==> config.mk <==
export PLATFORM = sky130hd
export DESIGN_NAME = arctan_euler_series_core
export DESIGN_NICKNAME = d
export VERILOG_FILES = /design/src/rtl/atan_eu_pkg.sv /design/src/rtl/atan_eu_div.sv /design/src/rtl/arctan_euler_series_core.sv
export SDC_FILE = /design/constraint.sdc
export NUM_CORES = 2
export LEC_CHECK = 0
export BUFFER_PORTS_ARGS = -buffer_cell sky130_fd_sc_hd__buf_2
export CAP_MARGIN = 20
export CORE_MARGIN = 2
export CORE_UTILIZATION = 45
export DETAILED_ROUTE_END_ITERATION = 10
export SLEW_MARGIN = 10
export SYNTH_ARGS = -nofsm -noshare
export SYNTH_HDL_FRONTEND = slang
export SYNTH_SLANG_ARGS = --single-unit
export TNS_END_PERCENT = 10
==> constraint.sdc <==
create_clock -name clk_i -period 13.6 [get_ports clk_i]
set_input_delay 2.72 -clock clk_i [delete_from_list [all_inputs] [get_ports clk_i]]
set_output_delay 2.72 -clock clk_i [all_outputs]
set_load 0.02 [all_outputs]
==> src/rtl/atan_eu_pkg.sv <==
// Shared constants and types for the Euler-series arctangent core.
// Used by atan_eu_div and arctan_euler_series_core; no dependencies.
`timescale 1ns / 1ps

package atan_eu_pkg;

  localparam int MAX_TERMS       = 40;
  localparam int ANGLE_FRAC_BITS = 30;

  // Internal fraction bits of the Q1.31 datapath.
  localparam int FB = 31;

  // Series index width; k runs 1 .. MAX_TERMS-1.
  localparam int KW = $clog2(MAX_TERMS);

  // Divider: left-justified numerator, one quotient bit per cycle.
  localparam int DIV_W  = 64;
  localparam int DEN_W  = 33;
  localparam int QUO_W  = 32;
  localparam int ITER_W = $clog2(DIV_W) + 1;

  // Significant numerator bits per division kind.
  localparam int RCP_W  = 48;          // 2^47 + mag/2
  localparam int TNUM_W = 33 + KW;     // t*2k + k

  localparam logic [32:0] ONE_Q31  = 33'h0_8000_0000;
  localparam logic [32:0] PI_2_Q31 = 33'd3373259426;

  typedef struct packed {
    logic                  start;
    logic [ITER_W-1:0]     iters;
    logic [DIV_W-1:0]      num;
    logic [DEN_W-1:0]      den;
  } div_req_t;

  typedef struct packed {
    logic                  busy;
    logic                  done;
    logic [QUO_W-1:0]      quo;
  } div_rsp_t;

endpackage

==> src/rtl/atan_eu_div.sv <==
// Restoring unsigned divider, one quotient bit per cycle.
// Depends on atan_eu_pkg (request/response structs, widths).
`timescale 1ns / 1ps

module atan_eu_div (
  input  logic                  clk_i,
  input  logic                  rst_ni,
  input  atan_eu_pkg::div_req_t req_i,
  output atan_eu_pkg::div_rsp_t rsp_o
);

  logic                            busy_q, busy_d;
  logic                            done_q, done_d;
  logic [atan_eu_pkg::ITER_W-1:0]  cnt_q, cnt_d;
  logic [atan_eu_pkg::DIV_W-1:0]   num_q, num_d;
  logic [atan_eu_pkg::DEN_W-1:0]   den_q, den_d;
  logic [atan_eu_pkg::DEN_W-1:0]   rem_q, rem_d;
  logic [atan_eu_pkg::QUO_W-1:0]   quo_q, quo_d;

  logic [atan_eu_pkg::DEN_W:0]     rem_sh;
  logic                            ge;

  // remainder stays below the divisor, so one extra bit covers the shift
  assign rem_sh = {rem_q, num_q[atan_eu_pkg::DIV_W-1]};
  assign ge     = rem_sh >= {1'b0, den_q};

  always_comb begin
    busy_d = busy_q;
    done_d = 1'b0;
    cnt_d  = cnt_q;
    num_d  = num_q;
    den_d  = den_q;
    rem_d  = rem_q;
    quo_d  = quo_q;
    if (req_i.start && !busy_q) begin
      busy_d = 1'b1;
      cnt_d  = req_i.iters;
      num_d  = req_i.num;
      den_d  = req_i.den;
      rem_d  = '0;
      quo_d  = '0;
    end else if (busy_q) begin
      rem_d = ge ? atan_eu_pkg::DEN_W'(rem_sh - {1'b0, den_q})
                 : rem_sh[atan_eu_pkg::DEN_W-1:0];
      quo_d = {quo_q[atan_eu_pkg::QUO_W-2:0], ge};
      num_d = {num_q[atan_eu_pkg::DIV_W-2:0], 1'b0};
      cnt_d = cnt_q - atan_eu_pkg::ITER_W'(1);
      if (cnt_q == atan_eu_pkg::ITER_W'(1)) begin
        busy_d = 1'b0;
        done_d = 1'b1;
      end
    end
  end

  always_ff @(posedge clk_i or negedge rst_ni) begin
    if (!rst_ni) begin
      busy_q <= 1'b0;
      done_q <= 1'b0;
      cnt_q  <= '0;
    end else begin
      busy_q <= busy_d;
      done_q <= done_d;
      cnt_q  <= cnt_d;
    end
  end

  always_ff @(posedge clk_i) begin
    num_q <= num_d;
    den_q <= den_d;
    rem_q <= rem_d;
    quo_q <= quo_d;
  end

  assign rsp_o.busy = busy_q;
  assign rsp_o.done = done_q;
  assign rsp_o.quo  = quo_q;

endmodule

==> src/rtl/arctan_euler_series_core.sv <==
// Arctangent core: Euler series on one shared multiplier and one shared divider.
// Depends on atan_eu_pkg and atan_eu_div.
`timescale 1ns / 1ps

// Usage:
//   Drive tangent_i (signed Q16.16) and raise start; the request is taken at
//   the clock edge where start is high and busy is low. busy stays high while
//   the sequencer works and drops in the same cycle that valid_o pulses.
//   valid_o is high for exactly one cycle with angle_o (signed Q1.30 radians);
//   the receiver must take it then, it is not held.
// Work: a request runs the series terms, with an extra reciprocal division
//   when |tangent| > 1. Each term costs a multiply, a rounding step, a second
//   multiply and a pass of the bit-serial divider; the term count is at most
//   MAX_TERMS-1 and ends early once a term rounds to zero.
// Throughput: one request at a time; a new one may be taken in the cycle
//   valid_o is high.
// Reset: rst_ni low returns the sequencer to idle, drops busy and valid_o;
//   no request in flight survives.

module arctan_euler_series_core (
  input  logic        clk_i,
  input  logic        rst_ni,
  input  logic        start,
  input  logic [31:0] tangent_i,
  output logic        busy,
  output logic        valid_o,
  output logic [31:0] angle_o
);

  typedef enum logic [16:0] {
    S_IDLE  = 17'h00001,
    S_RDIV  = 17'h00002,
    S_RWAIT = 17'h00004,
    S_SQR   = 17'h00008,
    S_X2    = 17'h00010,
    S_QDIV  = 17'h00020,
    S_QWAIT = 17'h00040,
    S_TMUL  = 17'h00080,
    S_TRND  = 17'h00100,
    S_TMUL2 = 17'h00200,
    S_TDIV  = 17'h00400,
    S_TWAIT = 17'h00800,
    S_FDIV  = 17'h01000,
    S_FWAIT = 17'h02000,
    S_AMUL  = 17'h04000,
    S_AFIN  = 17'h08000,
    S_OUT   = 17'h10000
  } state_e;

  localparam int OSH = atan_eu_pkg::FB - atan_eu_pkg::ANGLE_FRAC_BITS;

  state_e state_q, state_d;

  logic                        neg_q, neg_d;
  logic                        big_q, big_d;
  logic [31:0]                 mag_q, mag_d;
  logic [31:0]                 x_q, x_d;
  logic [31:0]                 x2_q, x2_d;
  logic [30:0]                 q_q, q_d;
  logic [30:0]                 f_q, f_d;
  logic [31:0]                 term_q, term_d;
  logic [31:0]                 t_q, t_d;
  logic [32:0]                 sum_q, sum_d;
  logic [32:0]                 a_q, a_d;
  logic [atan_eu_pkg::KW-1:0]  k_q, k_d;
  logic                        valid_q, valid_d;
  logic [31:0]                 angle_q, angle_d;

  logic [32:0]                 mul_a, mul_b;
  logic [65:0]                 p_q;
  logic [65:0]                 p_rnd;
  logic [32:0]                 d_w;
  logic [31:0]                 mag_w;
  logic [32:0]                 a_w;
  logic [32:0]                 r_w;
  logic [63:0]                 tnum;

  atan_eu_pkg::div_req_t div_req;
  atan_eu_pkg::div_rsp_t div_rsp;

  atan_eu_div u_div (
    .clk_i  (clk_i),
    .rst_ni (rst_ni),
    .req_i  (div_req),
    .rsp_o  (div_rsp)
  );

  // shared multiplier, product registered
  always_ff @(posedge clk_i) begin
    p_q <= mul_a * mul_b;
  end

  assign p_rnd = p_q + 66'(1 << (atan_eu_pkg::FB - 1));
  assign d_w   = atan_eu_pkg::ONE_Q31 + {1'b0, x2_q};
  assign mag_w = tangent_i[31] ? (32'd0 - tangent_i) : tangent_i;
  assign tnum  = p_q[63:0] + 64'(k_q);
  assign a_w   = p_rnd[63:31];
  assign r_w   = (a_q + 33'(1 << (OSH - 1))) >> OSH;

  always_comb begin
    mul_a = '0;
    mul_b = '0;
    case (state_q)
      S_SQR: begin
        mul_a = {1'b0, x_q};
        mul_b = {1'b0, x_q};
      end
      S_TMUL: begin
        mul_a = {1'b0, term_q};
        mul_b = {2'b00, q_q};
      end
      S_TMUL2: begin
        mul_a = {1'b0, t_q};
        mul_b = 33'({k_q, 1'b0});
      end
      S_AMUL: begin
        mul_a = {2'b00, f_q};
        mul_b = sum_q;
      end
      default: begin
        mul_a = '0;
        mul_b = '0;
      end
    endcase
  end

  // divider operands; numerators carry half the divisor for round-to-nearest
  always_comb begin
    div_req.start = 1'b0;
    div_req.iters = atan_eu_pkg::ITER_W'(atan_eu_pkg::DIV_W);
    div_req.num   = '0;
    div_req.den   = '0;
    case (state_q)
      S_RDIV: begin
        div_req.start = 1'b1;
        div_req.iters = atan_eu_pkg::ITER_W'(atan_eu_pkg::RCP_W);
        div_req.num   = (64'(1) << 47) + 64'(mag_q >> 1);
        div_req.num   = div_req.num << (atan_eu_pkg::DIV_W - atan_eu_pkg::RCP_W);
        div_req.den   = {1'b0, mag_q};
      end
      S_QDIV: begin
        div_req.start = 1'b1;
        div_req.num   = (64'(x2_q) << atan_eu_pkg::FB) + 64'(d_w >> 1);
        div_req.den   = d_w;
      end
      S_TDIV: begin
        div_req.start = 1'b1;
        div_req.iters = atan_eu_pkg::ITER_W'(atan_eu_pkg::TNUM_W);
        div_req.num   = tnum << (atan_eu_pkg::DIV_W - atan_eu_pkg::TNUM_W);
        div_req.den   = 33'({k_q, 1'b1});
      end
      S_FDIV: begin
        div_req.start = 1'b1;
        div_req.num   = (64'(x_q) << atan_eu_pkg::FB) + 64'(d_w >> 1);
        div_req.den   = d_w;
      end
      default: begin
        div_req.start = 1'b0;
      end
    endcase
  end

  always_comb begin
    state_d = state_q;
    neg_d   = neg_q;
    big_d   = big_q;
    mag_d   = mag_q;
    x_d     = x_q;
    x2_d    = x2_q;
    q_d     = q_q;
    f_d     = f_q;
    term_d  = term_q;
    t_d     = t_q;
    sum_d   = sum_q;
    a_d     = a_q;
    k_d     = k_q;
    valid_d = 1'b0;
    angle_d = angle_q;
    case (state_q)
      S_IDLE: begin
        if (start) begin
          neg_d = tangent_i[31];
          mag_d = mag_w;
          big_d = mag_w > 32'd65536;
          x_d   = mag_w << 15;
          state_d = (mag_w > 32'd65536) ? S_RDIV : S_SQR;
        end
      end
      S_RDIV:  state_d = S_RWAIT;
      S_RWAIT: begin
        if (div_rsp.done) begin
          x_d     = div_rsp.quo;
          state_d = S_SQR;
        end
      end
      S_SQR:   state_d = S_X2;
      S_X2: begin
        x2_d    = p_rnd[62:31];
        state_d = S_QDIV;
      end
      S_QDIV:  state_d = S_QWAIT;
      S_QWAIT: begin
        if (div_rsp.done) begin
          q_d     = div_rsp.quo[30:0];
          term_d  = atan_eu_pkg::ONE_Q31[31:0];
          sum_d   = atan_eu_pkg::ONE_Q31;
          k_d     = atan_eu_pkg::KW'(1);
          state_d = S_TMUL;
        end
      end
      S_TMUL:  state_d = S_TRND;
      S_TRND: begin
        t_d     = p_rnd[62:31];
        state_d = S_TMUL2;
      end
      S_TMUL2: state_d = S_TDIV;
      S_TDIV:  state_d = S_TWAIT;
      S_TWAIT: begin
        if (div_rsp.done) begin
          term_d = div_rsp.quo;
          if (div_rsp.quo == '0) begin
            state_d = S_FDIV;
          end else begin
            sum_d = sum_q + {1'b0, div_rsp.quo};
            if (k_q == atan_eu_pkg::KW'(atan_eu_pkg::MAX_TERMS - 1)) begin
              state_d = S_FDIV;
            end else begin
              k_d     = k_q + atan_eu_pkg::KW'(1);
              state_d = S_TMUL;
            end
          end
        end
      end
      S_FDIV:  state_d = S_FWAIT;
      S_FWAIT: begin
        if (div_rsp.done) begin
          f_d     = div_rsp.quo[30:0];
          state_d = S_AMUL;
        end
      end
      S_AMUL:  state_d = S_AFIN;
      S_AFIN: begin
        // reciprocal path: angle = pi/2 - a, floored at zero
        if (big_q) begin
          a_d = (a_w <= atan_eu_pkg::PI_2_Q31) ? (atan_eu_pkg::PI_2_Q31 - a_w) : '0;
        end else begin
          a_d = a_w;
        end
        state_d = S_OUT;
      end
      S_OUT: begin
        angle_d = neg_q ? (32'd0 - r_w[31:0]) : r_w[31:0];
        valid_d = 1'b1;
        state_d = S_IDLE;
      end
      default: state_d = S_IDLE;
    endcase
  end

  always_ff @(posedge clk_i or negedge rst_ni) begin
    if (!rst_ni) begin
      state_q <= S_IDLE;
      valid_q <= 1'b0;
      k_q     <= '0;
    end else begin
      state_q <= state_d;
      valid_q <= valid_d;
      k_q     <= k_d;
    end
  end

  always_ff @(posedge clk_i) begin
    neg_q   <= neg_d;
    big_q   <= big_d;
    mag_q   <= mag_d;
    x_q     <= x_d;
    x2_q    <= x2_d;
    q_q     <= q_d;
    f_q     <= f_d;
    term_q  <= term_d;
    t_q     <= t_d;
    sum_q   <= sum_d;
    a_q     <= a_d;
    angle_q <= angle_d;
  end

  assign busy    = state_q != S_IDLE;
  assign valid_o = valid_q;
  assign angle_o = angle_q;

  // result strobe coincides with the return to idle
  a_valid_idle: assert property (@(posedge clk_i) disable iff (!rst_ni)
    valid_o |-> !busy) else $error("result strobe while busy");

  // an accepted request always leads to a busy cycle
  a_accept_busy: assert property (@(posedge clk_i) disable iff (!rst_ni)
    (start && !busy) |=> busy) else $error("request accepted but core idle");

  // divider is only started when it is free
  a_div_free: assert property (@(posedge clk_i) disable iff (!rst_ni)
    div_req.start |-> !div_rsp.busy) else $error("divider restarted while busy");

  // series index stays inside the term budget
  a_k_range: assert property (@(posedge clk_i) disable iff (!rst_ni)
    (state_q == S_TWAIT) |-> (k_q != '0 &&
      k_q <= atan_eu_pkg::KW'(atan_eu_pkg::MAX_TERMS - 1)))
    else $error("series index out of range");

endmodule
==> impl.org <==
** Drt
- The detailed router finished its first iteration with 5373 violations.
- After detailed routing, the number of vias per cell comes to 5.81.
- The detail route stage leaves a number of antenna-violating nets equal to 0.
- For this run, design rule violations remaining after detail routing come to 0.
- Per-cell routed wire length :: 26.0 µm
- The routed layout has 51125 vias.
- First-pass iteration count of the detailed router :: 7
- Wires add up to 229 mm.

** Die
- Total Die Area :: 146000 µm²
- The floorplan step defined a core boundary enclosing 142000 µm².
- Measured along the x axis, the die boundary spans 382 µm.
- The die is 382 µm tall.
- The floorplan has 138 rows.
- Starting utilization of the core area :: 45.3%
- 69 I/O pins were placed.

** Power
- Per report_power, the sequential group accounts for 42.7% of the total.
- The design draws 6.40 mW.
- Switching Fraction :: 36.1%
- The clock network burns 28.6% of the power.
- VDD sags by at most 0.135 mV.
- The analysis attributes to cell leakage a power of 30.8 nW.
- Cell Pwr Density :: 92.9 nW/µm²
- In this run the power spent charging and discharging nets is 2.31 mW.
- The share of total power dissipated in combinational logic is 28.7%.
- Internal power comes to 4.09 mW.

** Timing
- Total count of max-transition violations in the final report :: 0
- Setup total negative slack on the finished layout was measured at 0 ns.
- Final setup fails :: 0
- Number of hold violations in the final report :: 0
- The tightest hold path in the finished design has a slack of 0.477 ns.
- For the pin with the worst max-slew slack, the measured transition is 1.18 ns.
- The routed design could run at a clock period as short as 11.92 ns.
- The final critical path takes up 87.6% of the cycle.
- Setup repair after global routing left no endpoint under its margin.
- Based on the critical path, the design can be clocked at up to 83.9 MHz.
- The clock arrives with 0.0259 ns of skew.
- In this run the tightest slew margin relative to its limit is 21.4%.

** Synthesis
- The number of nets handed over by synthesis was 8246.
- Post-synthesis instance total :: 6943
- Async SR Flop Fraction :: 5.68%
- Largest cells by area after synthesis :: sky130_fd_sc_hd__fa_1 29%, sky130_fd_sc_hd__edfxtp_1 20%, sky130_fd_sc_hd__ha_1 6.6%
- Synth Area per Inst :: 9.26 µm²
- The synthesized design devotes to its leading area cell type 28.9% of total area.
- After synthesis the cells add up to 64300 µm².
- Top cell type by total area after synthesis :: sky130_fd_sc_hd__fa_1
- Share of the yosys chip area belonging to registers :: 24.9%
- Synthesis Warnings :: 0
- The netlist uses 102 different library cells.
- Synthesis inferred 581 register bits.
- Most used flip-flop cell after synthesis :: sky130_fd_sc_hd__edfxtp_1
- In this run, synthesis inferred 419 flip-flops with an integrated enable.

** Worst setup path
- Master of the slowest instance on the critical path :: sky130_fd_sc_hd__nor3b_4
- In this design, the critical path's most frequently occurring cell is sky130_fd_sc_hd__fa_1.
- Data arrives at the worst endpoint at 12.44 ns.
- On the worst path, the slowest cell contributes a delay of 0.98 ns.
- Startpoint kind of the worst setup timing path :: flop
- Peak fanout along the critical path :: 18
- Category of cells accounting for the largest share of critical-path delay :: adder cells
- By startpoint and endpoint, the worst setup path is classified as flop to flop.
- Worst path bufs/invs :: 5
- STA puts the critical path data required time at 14.13 ns.
- The worst setup path is captured at a flop.

** Global route
- Number of global-route vias before repair :: 51067
- In the global route stage, overall resource usage came out at 31.4%.
- Antenna violations before repair :: 4
- GR Overflow Total :: 0
- Maximum number of pins on one net before global-route repair :: 92
- The first global-routing pass estimated 339 mm of wire.

** Place
- The placed instances occupy a cell area of 66700 µm².
- The wire-length estimate of the detail-placed layout is 176 mm.
- Count of placed standard cells including taps :: 8670
- Placer's final routability congestion estimate :: 0.984
- Input and output buffers added on the ports amount to 68.

** Cells and area
- Fill cell instance count of the final layout :: 13427
- From synthesis to final layout, the design area changed by 7.22%.
- The finished layout holds 8799 standard cells, fillers aside.
- The finished cells cover 68900 µm².
- The net count of the finished layout is 8156.
- In the final layout, the share of cells above drive strength 1 is 5.52%.

** Clock tree
- The tree is rooted in a sky130_fd_sc_hd__clkbuf_16.
- Post-CTS setup buffer count :: 0
- Number of buffers inserted during clock tree synthesis :: 69
- H-Tree Depth :: 3
- Clock input transition at the sequential cells of the worst setup and hold paths :: 0.06 ns
- No sink is reached through more buffers than the 3 on the longest clock path.
- Clock latency on the worst-skew pair, taken at its later pin, is 0.64 ns.
- TritonCTS built the clock tree.
- Post-CTS repair changed the size of 0 cells.
- Number of hold-repair buffers added at the cts stage :: 0
- Clock sinks :: 581

** Status
- Result of the run :: finished, final reports clean

** Flow run
- Across the run, the number of max-cap violations was 0.

** Hold path
- In this run the worst hold path is classified as flop to flop.
cell usage in the layout, fill, tap and decap left out, types with 24 or more instances in the layout:
cell                           n
sky130_fd_sc_hd__nand3_1      99
sky130_fd_sc_hd__a21o_1       77
sky130_fd_sc_hd__inv_1      1080
sky130_fd_sc_hd__o211ai_1     24
sky130_fd_sc_hd__nand2_1    1048
sky130_fd_sc_hd__dfxtp_1     129
sky130_fd_sc_hd__nor4_1       29
sky130_fd_sc_hd__nand4_1      81
sky130_fd_sc_hd__xor2_1      137
sky130_fd_sc_hd__buf_2        68
sky130_fd_sc_hd__and2_1      114
sky130_fd_sc_hd__and3_1       53
sky130_fd_sc_hd__nand2b_1     37
sky130_fd_sc_hd__and4_1       32
sky130_fd_sc_hd__nor3_1       62
sky130_fd_sc_hd__edfxtp_1    419
sky130_fd_sc_hd__a221oi_1     25
sky130_fd_sc_hd__a222oi_1     38
sky130_fd_sc_hd__a22oi_1      30
sky130_fd_sc_hd__a21oi_1     180
sky130_fd_sc_hd__nor2_1      700
sky130_fd_sc_hd__o21a_1       40
sky130_fd_sc_hd__a22o_1       48
sky130_fd_sc_hd__dfrtp_1      31
sky130_fd_sc_hd__buf_4       128
sky130_fd_sc_hd__a31oi_1      26
sky130_fd_sc_hd__xnor2_1     193
sky130_fd_sc_hd__ha_1        340
sky130_fd_sc_hd__clkbuf_16    70
sky130_fd_sc_hd__fa_1        928
sky130_fd_sc_hd__o21ai_0     201
final timing paths:
kind / startpoint / to / slack [ns] / cells past startpoint
max in group asynchronous: rst_ni / u_div.busy_q / 10.64 / 1
min reg2reg: u_div.rem_q[15] / u_div.rem_q[15] / 0.48 / 2
min: u_div.rem_q[15] / u_div.rem_q[15] / 0.48 / 2
min in group asynchronous: rst_ni / state_q[10] / 2.23 / 1
max reg2reg: state_q[4] / p_q[56] / 1.68 / 33
max: state_q[4] / p_q[56] / 1.68 / 33
tightest hold or removal path, stage by stage (launching register included):
cell and delay, ns:
sky130_fd_sc_hd__dfxtp_1 0.32, sky130_fd_sc_hd__nand2_1 0.06, sky130_fd_sc_hd__mux2i_1 0.05
cell families after synthesis:
family                     Yosys count  synth area share, %
buffers and inverters             1443                 8.52
adders and majority gates         1268                 35.5
AOI/OAI and AO/OA                  900                 9.55
xor gates and xnor gates           331                 4.52
DFF                                581                 24.9
muxes                               26                0.420
and+or+nand+nor                   2394                 16.6
final cells by class:
type                       count  area [µm²]  share of cell area (%)
antenna                        1        2.50                 0.00363
clock buffer                  97        1930                    2.80
clock inverter                29         285                   0.414
inverter                    1084        4070                    5.90
multi-input combinational   4919       42900                    62.3
sequential                   581       16000                    23.2
tap                         1890        2360                    3.43
timing repair buffer         198        1330                    1.93
power groups by stage:
stage	Combinational, mW	Sequential, mW	Clock (mW)
2_1_floorplan	1.37	2.51	0
3_3_place_gp	1.78	2.74	0
3_5_place_dp	1.81	2.74	0
4_1_cts	1.82	2.71	1.85
5_1_grt	2.03	2.75	1.92
6_report	1.84	2.74	1.83
cell usage after synthesis (99+ instances only):
master	n
sky130_fd_sc_hd__o21ai_0	201
sky130_fd_sc_hd__and2_1	115
sky130_fd_sc_hd__nand2_1	1048
sky130_fd_sc_hd__nand3_1	99
sky130_fd_sc_hd__xor2_1	137
sky130_fd_sc_hd__nor2_1	701
sky130_fd_sc_hd__a21oi_1	181
sky130_fd_sc_hd__clkbuf_1	296
sky130_fd_sc_hd__edfxtp_1	419
sky130_fd_sc_hd__xnor2_1	193
sky130_fd_sc_hd__ha_1	340
sky130_fd_sc_hd__dfxtp_1	129
sky130_fd_sc_hd__inv_1	1081
sky130_fd_sc_hd__fa_1	928
state kept, by name, summed over array words and instances, names as in the netlist, 6 cells and up:
signal	cells
angle_o	32
x_q	32
state_q	17
t_q	32
term_q	32
x2_q	32
p_q	64
k_q	6
u_div.rem_q	33
u_div.num_q	64
u_div.cnt_q	7
u_div.den_q	33
f_q	31
mag_q	32
a_q	33
q_q	31
sum_q	33
u_div.quo_q	32
metal layers:
metal  vias to the layer above  share of wire [%]  GRT usage, %
li1                      22243                  -             -
met1                     25581                 41          43.6
met2                      2793                 43          47.5
met3                       504                 11          6.40
met4                         4                5.5          14.2
met5                         -              0.011             0
stage by stage:
step                util [%]  setup slack, ns
global route            48.6             1.09
floorplan                  -             3.67
finish                  48.6             1.68
CTS                     48.6             1.69
global placement        47.0             1.74
detailed placement      47.0             1.72
Note: power is estimated with default switching activity, not from simulation.
